==> config.mk <==
export PLATFORM = sky130hd
export DESIGN_NAME = skipping_crc16_word_scan_top
export DESIGN_NICKNAME = d
export VERILOG_FILES = /design/src/hdl/scw_pkg.sv /design/src/hdl/scw_csr.sv /design/src/hdl/skipping_crc16_word_scan_top.sv
export SDC_FILE = /design/constraint.sdc
export NUM_CORES = 1
export LEC_CHECK = 0
export ABC_AREA = 1
export ABC_CLOCK_PERIOD_IN_PS = 8600
export CORE_MARGIN = 4
export CORE_UTILIZATION = 36
export DETAILED_ROUTE_END_ITERATION = 12
export DONT_BUFFER_PORTS = 1
export PLACE_DENSITY_LB_ADDON = 0.25
export SYNTH_ARGS = -nofsm -noshare
export SYNTH_HDL_FRONTEND = slang
export SYNTH_SLANG_ARGS = --single-unit
==> constraint.sdc <==
create_clock -name clock -period 8.6 [get_ports clock]
set_input_delay 1.29 -clock clock [delete_from_list [all_inputs] [get_ports clock]]
set_output_delay 1.29 -clock clock [all_outputs]
set_load 0.01 [all_outputs]
==> src/hdl/scw_pkg.sv <==
// Package for the skipping CRC-16 word scan: config and result types,
// register index codes, fold constants and the fold function. No dependencies.
package scw_pkg;

   localparam int CHECK_WIDTH     = 32;
   localparam int MASK_WIDTH      = 8;
   localparam int CFG_INDEX_WIDTH = 24;
   localparam int WINDOW_WIDTH    = 24;
   localparam int DATA_WIDTH      = 8;
   localparam int CSR_DATA_WIDTH  = 32;
   localparam int CSR_ADDR_WIDTH  = 4;
   localparam int FOLD_SHIFTS     = 8;

   localparam logic [CHECK_WIDTH-1:0] POLY    = 32'h0000_8005;
   localparam int                     TOP_BIT = 15;

   typedef enum logic [1:0] {
      REG_INITIAL_CHECK = 2'd0,
      REG_SKIP_MASK     = 2'd1,
      REG_SCAN_START    = 2'd2,
      REG_SCAN_END      = 2'd3
   } reg_index_type;

   typedef struct packed {
      logic [CHECK_WIDTH-1:0]     initial_check;
      logic [MASK_WIDTH-1:0]      skip_mask;
      logic [CFG_INDEX_WIDTH-1:0] scan_start;
      logic [CFG_INDEX_WIDTH-1:0] scan_end;
   } cfg_type;

   typedef struct packed {
      logic [CHECK_WIDTH-1:0] check_value;
      logic                   step_taken;
      logic                   scan_done;
   } result_type;

   // xor word<<8 into the check, then eight shift steps with poly 0x8005 on bit 15
   function automatic logic [CHECK_WIDTH-1:0] fold_word(
      input logic [CHECK_WIDTH-1:0] chk,
      input logic [CHECK_WIDTH-1:0] word
   );
      logic [CHECK_WIDTH-1:0] c;
      c = chk ^ {word[CHECK_WIDTH-9:0], 8'h00};
      for (int k = 0; k < FOLD_SHIFTS; k++) begin
         if (c[TOP_BIT]) begin
            c = {c[CHECK_WIDTH-2:0], 1'b0} ^ POLY;
         end else begin
            c = {c[CHECK_WIDTH-2:0], 1'b0};
         end
      end
      return c;
   endfunction

endpackage

==> src/hdl/scw_csr.sv <==
// Configuration register file of the word scan, APB-style access.
// Depends on scw_pkg for the register codes and the config struct.
module scw_csr (
   input  logic                                clock,
   input  logic                                reset,
   input  logic                                psel,
   input  logic                                penable,
   input  logic                                pwrite,
   input  logic [scw_pkg::CSR_ADDR_WIDTH-1:0]  paddr,
   input  logic [scw_pkg::CSR_DATA_WIDTH-1:0]  pwdata,
   output logic [scw_pkg::CSR_DATA_WIDTH-1:0]  prdata,
   output logic                                pready,
   output scw_pkg::cfg_type                    cfg
);
   import scw_pkg::*;

   cfg_type       cfg_ff;
   cfg_type       cfg_in;
   reg_index_type reg_sel;
   logic          wr_en;

   assign reg_sel = reg_index_type'(paddr[CSR_ADDR_WIDTH-1:2]);
   assign wr_en   = psel && penable && pwrite;
   assign pready  = 1'b1;
   assign cfg     = cfg_ff;

   always_comb begin
      cfg_in = cfg_ff;
      if (wr_en) begin
         case (reg_sel)
            REG_INITIAL_CHECK: cfg_in.initial_check = pwdata;
            REG_SKIP_MASK:     cfg_in.skip_mask     = pwdata[MASK_WIDTH-1:0];
            REG_SCAN_START:    cfg_in.scan_start    = pwdata[CFG_INDEX_WIDTH-1:0];
            REG_SCAN_END:      cfg_in.scan_end      = pwdata[CFG_INDEX_WIDTH-1:0];
            default:           cfg_in = cfg_ff;
         endcase
      end
   end

   always_comb begin
      case (reg_sel)
         REG_INITIAL_CHECK: prdata = cfg_ff.initial_check;
         REG_SKIP_MASK:     prdata = CSR_DATA_WIDTH'(cfg_ff.skip_mask);
         REG_SCAN_START:    prdata = CSR_DATA_WIDTH'(cfg_ff.scan_start);
         REG_SCAN_END:      prdata = CSR_DATA_WIDTH'(cfg_ff.scan_end);
         default:           prdata = '0;
      endcase
   end

   always_ff @(posedge clock) begin
      if (reset) begin
         cfg_ff <= '0;
      end else begin
         cfg_ff <= cfg_in;
      end
   end

endmodule

==> src/hdl/skipping_crc16_word_scan_top.sv <==
// Skipping CRC-16 word scan, top level: scan state, fold step, output skid.
// The result is registered in the output register, or in the skid while the output is stalled.
// One byte item per cycle while req_stall is low; the fold is one 8-step xor network.
// A two-entry output (register plus skid) keeps input flowing after a stall until the skid fills.
// Synchronous active-high reset clears scan state, config and output valids.
// Depends on scw_pkg and scw_csr.
module skipping_crc16_word_scan_top #(
   parameter int INDEX_WIDTH = 24
) (
   input  logic                                clock,
   input  logic                                reset,
   input  logic                                req_valid,
   output logic                                req_stall,
   input  logic [scw_pkg::DATA_WIDTH-1:0]      req_data_byte,
   input  logic                                req_frame_start,
   output logic                                rsp_valid,
   input  logic                                rsp_stall,
   output logic [scw_pkg::CHECK_WIDTH-1:0]     rsp_check_value,
   output logic                                rsp_step_taken,
   output logic                                rsp_scan_done,
   input  logic                                psel,
   input  logic                                penable,
   input  logic                                pwrite,
   input  logic [scw_pkg::CSR_ADDR_WIDTH-1:0]  paddr,
   input  logic [scw_pkg::CSR_DATA_WIDTH-1:0]  pwdata,
   output logic [scw_pkg::CSR_DATA_WIDTH-1:0]  prdata,
   output logic                                pready
);
   import scw_pkg::*;

   localparam int NW = INDEX_WIDTH + 1;
   localparam int SW = INDEX_WIDTH + 2;
   localparam int CW = (NW > CFG_INDEX_WIDTH) ? NW : CFG_INDEX_WIDTH;
   localparam logic [CW-1:0] NEXT_MAX_W = CW'({NW{1'b1}});

   cfg_type cfg;

   logic [CHECK_WIDTH-1:0]  running_check_ff, running_check_in;
   logic [INDEX_WIDTH-1:0]  byte_index_ff, byte_index_in;
   logic [NW-1:0]           next_word_ff, next_word_in;
   logic [WINDOW_WIDTH-1:0] window_ff, window_in;
   logic                    done_ff, done_in;

   result_type out_ff, out_in, skid_ff, skid_in, res;
   logic       out_valid_ff, out_valid_in, skid_valid_ff, skid_valid_in;

   logic                    accept, out_take, fire;
   logic [CHECK_WIDTH-1:0]  chk0, chk1;
   logic [NW-1:0]           next0, next1;
   logic [WINDOW_WIDTH-1:0] win0;
   logic [INDEX_WIDTH-1:0]  idx;
   logic                    done0;
   logic [CW-1:0]           start_w;
   logic [SW-1:0]           next_sum;

   scw_csr u_csr (
      .clock   (clock),
      .reset   (reset),
      .psel    (psel),
      .penable (penable),
      .pwrite  (pwrite),
      .paddr   (paddr),
      .pwdata  (pwdata),
      .prdata  (prdata),
      .pready  (pready),
      .cfg     (cfg)
   );

   assign req_stall = skid_valid_ff;
   assign accept    = req_valid && !skid_valid_ff;
   assign out_take  = out_valid_ff && !rsp_stall;

   // fold step
   always_comb begin
      start_w = CW'(cfg.scan_start);
      if (req_frame_start) begin
         chk0  = cfg.initial_check;
         next0 = (start_w > NEXT_MAX_W) ? {NW{1'b1}} : start_w[NW-1:0];
         win0  = '0;
         idx   = '0;
         done0 = 1'b0;
      end else begin
         chk0  = running_check_ff;
         next0 = next_word_ff;
         win0  = window_ff;
         idx   = byte_index_ff;
         done0 = done_ff;
      end

      fire = !done0 && (CW'(next0) < CW'(cfg.scan_end))
             && (SW'(idx) == SW'(next0) + SW'(3));

      chk1 = fire ? fold_word(chk0, {req_data_byte, win0}) : chk0;

      next_sum = SW'(next0) + SW'(chk1[MASK_WIDTH-1:0] & cfg.skip_mask) + SW'(1);
      if (!fire) begin
         next1 = next0;
      end else if (next_sum[SW-1]) begin
         next1 = {NW{1'b1}};
      end else begin
         next1 = next_sum[NW-1:0];
      end

      done_in          = done0 || (CW'(next1) >= CW'(cfg.scan_end));
      running_check_in = chk1;
      next_word_in     = next1;
      window_in        = {req_data_byte, win0[WINDOW_WIDTH-1:DATA_WIDTH]};
      byte_index_in    = (&idx) ? idx : idx + INDEX_WIDTH'(1);

      res.check_value = chk1;
      res.step_taken  = fire;
      res.scan_done   = done_in;
   end

   // output register with skid
   always_comb begin
      out_in        = out_ff;
      out_valid_in  = out_valid_ff;
      skid_in       = skid_ff;
      skid_valid_in = skid_valid_ff;
      if (accept) begin
         if (!out_valid_ff || out_take) begin
            out_in       = res;
            out_valid_in = 1'b1;
         end else begin
            skid_in       = res;
            skid_valid_in = 1'b1;
         end
      end else if (out_take) begin
         if (skid_valid_ff) begin
            out_in        = skid_ff;
            skid_valid_in = 1'b0;
         end else begin
            out_valid_in = 1'b0;
         end
      end
   end

   always_ff @(posedge clock) begin
      if (reset) begin
         running_check_ff <= '0;
         byte_index_ff    <= '0;
         next_word_ff     <= '0;
         window_ff        <= '0;
         done_ff          <= 1'b0;
         out_valid_ff     <= 1'b0;
         skid_valid_ff    <= 1'b0;
      end else begin
         if (accept) begin
            running_check_ff <= running_check_in;
            byte_index_ff    <= byte_index_in;
            next_word_ff     <= next_word_in;
            window_ff        <= window_in;
            done_ff          <= done_in;
         end
         out_valid_ff  <= out_valid_in;
         skid_valid_ff <= skid_valid_in;
      end
   end

   always_ff @(posedge clock) begin
      out_ff  <= out_in;
      skid_ff <= skid_in;
   end

   assign rsp_valid       = out_valid_ff;
   assign rsp_check_value = out_ff.check_value;
   assign rsp_step_taken  = out_ff.step_taken;
   assign rsp_scan_done   = out_ff.scan_done;

   a_skid_needs_out: assert property (@(posedge clock) disable iff (reset)
      skid_valid_ff |-> out_valid_ff)
      else $error("skid holds an item while output register is empty");

   a_no_fold_when_done: assert property (@(posedge clock) disable iff (reset)
      (accept && !req_frame_start && done_ff) |-> !fire)
      else $error("fold fired after scan finished");

   a_check_frozen: assert property (@(posedge clock) disable iff (reset)
      (accept && !req_frame_start && done_ff) |=> $stable(running_check_ff))
      else $error("check changed after scan finished");

   a_frame_index: assert property (@(posedge clock) disable iff (reset)
      (accept && req_frame_start) |=> (byte_index_ff == INDEX_WIDTH'(1)))
      else $error("byte index not restarted by frame start");

endmodule

==> results.md <==
- Multi-input logic area: 0.008853 mm²
- Leakage: 7.596 nW
- Initial antenna violation count: 1
- EDFF count, synth: 68
- Final hold vios: 0
- Setup violators final: 0
- Worst hold path class: register to register
- CTS sink count: 264
- Slowest Stage Delay on Critical Path: 0.45 ns
- Measured slew at the worst slew-check pin: 1.174 ns
- CTS tree: done
- P_int: 2.255 mW
- Total Routing Usage GR: 22.13%
- Hold path depth: 2
- Req. time, crit path: 8.95 ns
- Fmax: 0.1312 GHz
- Crit path DAT: 7.97 ns
- Clock Skews: 0.01612 ns
- Combinational cell fraction of total power: 13.5%
- Worst r2r src: u_csr.cfg[25]
- RR Endpoint: rsp_scan_done
- # DRC: 0
- DRT iter0 DRCs: 1235
- Clock group share of total power: 43.3%
- DP Wirelength: 41.61 mm
- Pwr Density: 177.2 mW/mm²
- Via count: 15230
- Vias in the first global route: 14420
- Final Slew Violations: 0
- Post-CTS Resized: 0
- Slowest CP cell: o21ai_0
- Crit Path Category: primary input to register
- IO Port Bufs: 0
- Placer Congestion: 0.9495
- Boundary Pins: 121
- Crit start category: primary input
- Max-Cap Viols: 0
- Peak supply drop: 163.9 µV
- FILL cells: 4764
- Cts hold-fix bufs: 0
- Most used flip-flop cell after synthesis: dfxtp_1
- Worst reg2reg path depth: 40
- Layout Nets: 2438
- Drt pass-1 iters: 5
- CP Capture Type: register
- Vias/cell: 5.170
- Setup_tns: 0 ns
- Sw Share: 28.69%
- Storage element area: 0.005966 mm²
- Distinct cells, synth: 54
- Most frequent cells after synthesis: nand2_1, inv_1, nor2_1
- Synth area leader: dfxtp_1
- Num rows: 77
- Mapped cell area: 0.01633 mm²
- Global-route wire length before repair: 86.09 mm
- Syn Inst Count: 2367
- Crit-path max FO: 91
- First element of the critical path: req_frame_start
- Htree depth: 1
- Final Cycle Share: 88.64%
- Syn Nets: 2477
- Post-synth top area share: 24.03%
- Register area share after synthesis: 36.54%
- Total Power: 3.162 mW
- Final antenna-violating net count: 0
- Relative slew slack: 21.53%
- Tmin final: 7.623 ns
- Max Root-Sink Buffers: 3
- Final WL: 56.25 mm
- Syn Area/Cell: 6.897 µm²
- Cell mode on critical path: nand2_1
- CTS buffer count: 30
- Die X: 221.0 µm
- Clk_lat worst skew: 0.60 ns
- YS warnings: 0
- Count leader, synth: nand2_1
- Starting Density: 36.68%
- Largest net degree at the start of global routing: 103
- Share of layout cells above drive strength 1: 8.418%
- Area Overhead vs Synth: 9.343%
- Clk slew on worst S/H paths: 0.06 ns
- Mean routed wirelength per cell: 19.10 µm
- Flop pwr share: 43.2%
- Leading post-synthesis cells by cell area: dfxtp_1, nand2_1, edfxtp_1
- RSZ-0062 raised after global routing: no
- Post-CTS Setup Inserts: 0
- Core area: 0.04451 mm²
- Ys async rst share: 0%
- Flop-to-flop setup slack: 1.41 ns
- Die H: 221.0 µm
- Total grt overflow: 0
- Sw Pwr: 907.3 µW
- Crit path to: rsp_scan_done
- Die area: 0.04882 mm²
- CTS root buf: clkbuf_16
- Status: finished, final reports clean
- Synth Register Bits: 264
## state kept, by name, summed over array words and instances, names as in the netlist
name,cells
u_csr.cfg,88
skid_ff,34
rsp_check_value,32
running_check_ff,32
next_word_ff,25
byte_index_ff,24
window_ff,24
done_ff,1
req_stall,1
rsp_scan_done,1
rsp_step_taken,1
rsp_valid,1
## power by group through the flow
stage | clock [mW] | sequential (mW) | combinational [mW]
floorplan | 0 | 1.38 | 0.318
global placement | 0 | 1.39 | 0.420
detailed placement | 0 | 1.39 | 0.425
CTS | 1.39 | 1.37 | 0.427
global route | 1.44 | 1.37 | 0.480
finish | 1.37 | 1.37 | 0.427
## worst min-delay path by stage
| stage | slack, ns | startpoint | endpoint |
|---|---|---|---|
| global placement | 0.45 | running_check_ff[7] | running_check_ff[7] |
| CTS | 0.46 | window_ff[13] | window_ff[13] |
| global route | 0.47 | running_check_ff[17] | running_check_ff[17] |
| finish | 0.46 | running_check_ff[7] | running_check_ff[7] |
| detailed placement | 0.45 | window_ff[13] | window_ff[13] |
| floorplan | 0.44 | window_ff[8] | window_ff[8] |
## kinds of logic after synthesis
family	Yosys count	share of synthesized area, %
adders and majority gates	58	4.491
and+or+nand+nor	1185	32.21
buffers and inverters	369	9.327
DFF	264	36.54
AOI/OAI and AO/OA	443	14.79
xor gates and xnor gates	47	2.613
other	1	0.02297
## placed cells by master (no fill, tap or decap), types with 6 or more instances in the layout
master / Yosys / final
nand2_2: 26 / 26
o221ai_1: 14 / 14
nor4_1: 11 / 11
nor2_2: 16 / 16
clkbuf_16: 0 / 30
nand3b_1: 9 / 9
clkinv_2: 0 / 6
nor2_1: 246 / 244
o21ai_2: 6 / 6
ha_1: 57 / 57
nor2_4: 13 / 15
nand4_1: 22 / 22
nor3_1: 23 / 23
inv_2: 12 / 12
xor2_1: 30 / 30
nand3_1: 110 / 110
o21ai_1: 15 / 15
and2_1: 19 / 19
dfxtp_1: 196 / 196
nand3_2: 12 / 12
edfxtp_1: 68 / 68
nand2_4: 14 / 14
or2_2: 8 / 8
buf_4: 3 / 27
a21oi_1: 180 / 180
xnor2_1: 15 / 15
a21boi_0: 6 / 6
nand2_1: 647 / 647
o21ai_0: 187 / 187
o2111ai_1: 10 / 10
inv_1: 254 / 253
## routing by layer
metal | GRT usage (%) | vias up | part of all wire [%]
li1 | - | 7607 | -
met1 | 29.70 | 7133 | 44
met2 | 37.59 | 424 | 47
met3 | 3.525 | 62 | 6.4
met4 | 5.295 | 0 | 2.5
met5 | 0 | - | 0
## through the flow
step | util, % | setup WS (ns) | cell area [µm²] | std cells | hold slack, ns
global placement | 37.75 | 0.5436 | 16800 | 2888 | 0.4457
finish | 40.11 | 0.9766 | 17850 | 2945 | 0.4614
global route | 40.11 | 0.5307 | 17850 | 2945 | 0.4740
detailed placement | 37.75 | 0.5262 | 16800 | 2888 | 0.4507
floorplan | - | 1.777 | 16330 | 2367 | 0.4374
CTS | 40.10 | 1.127 | 17850 | 2944 | 0.4604
## layout make-up
type	instances	share of cell area, %
multi-input combinational	1734	49.60
sequential	264	33.42
inverter	270	5.705
clock buffer	39	4.619
tap	592	4.149
clock inverter	17	1.248
timing repair buffer	28	1.248
antenna	1	0.01402
## critical path, delay by kind of cell
kind / cells / cell delay, ns
compound gates: 7 / 1.78
fa+ha+maj: 2 / 0.58
xor+xnor: 1 / 0.16
buf+inv: 4 / 0.84
simple gates: 24 / 3.26
(Power assumes the default switching activity.)
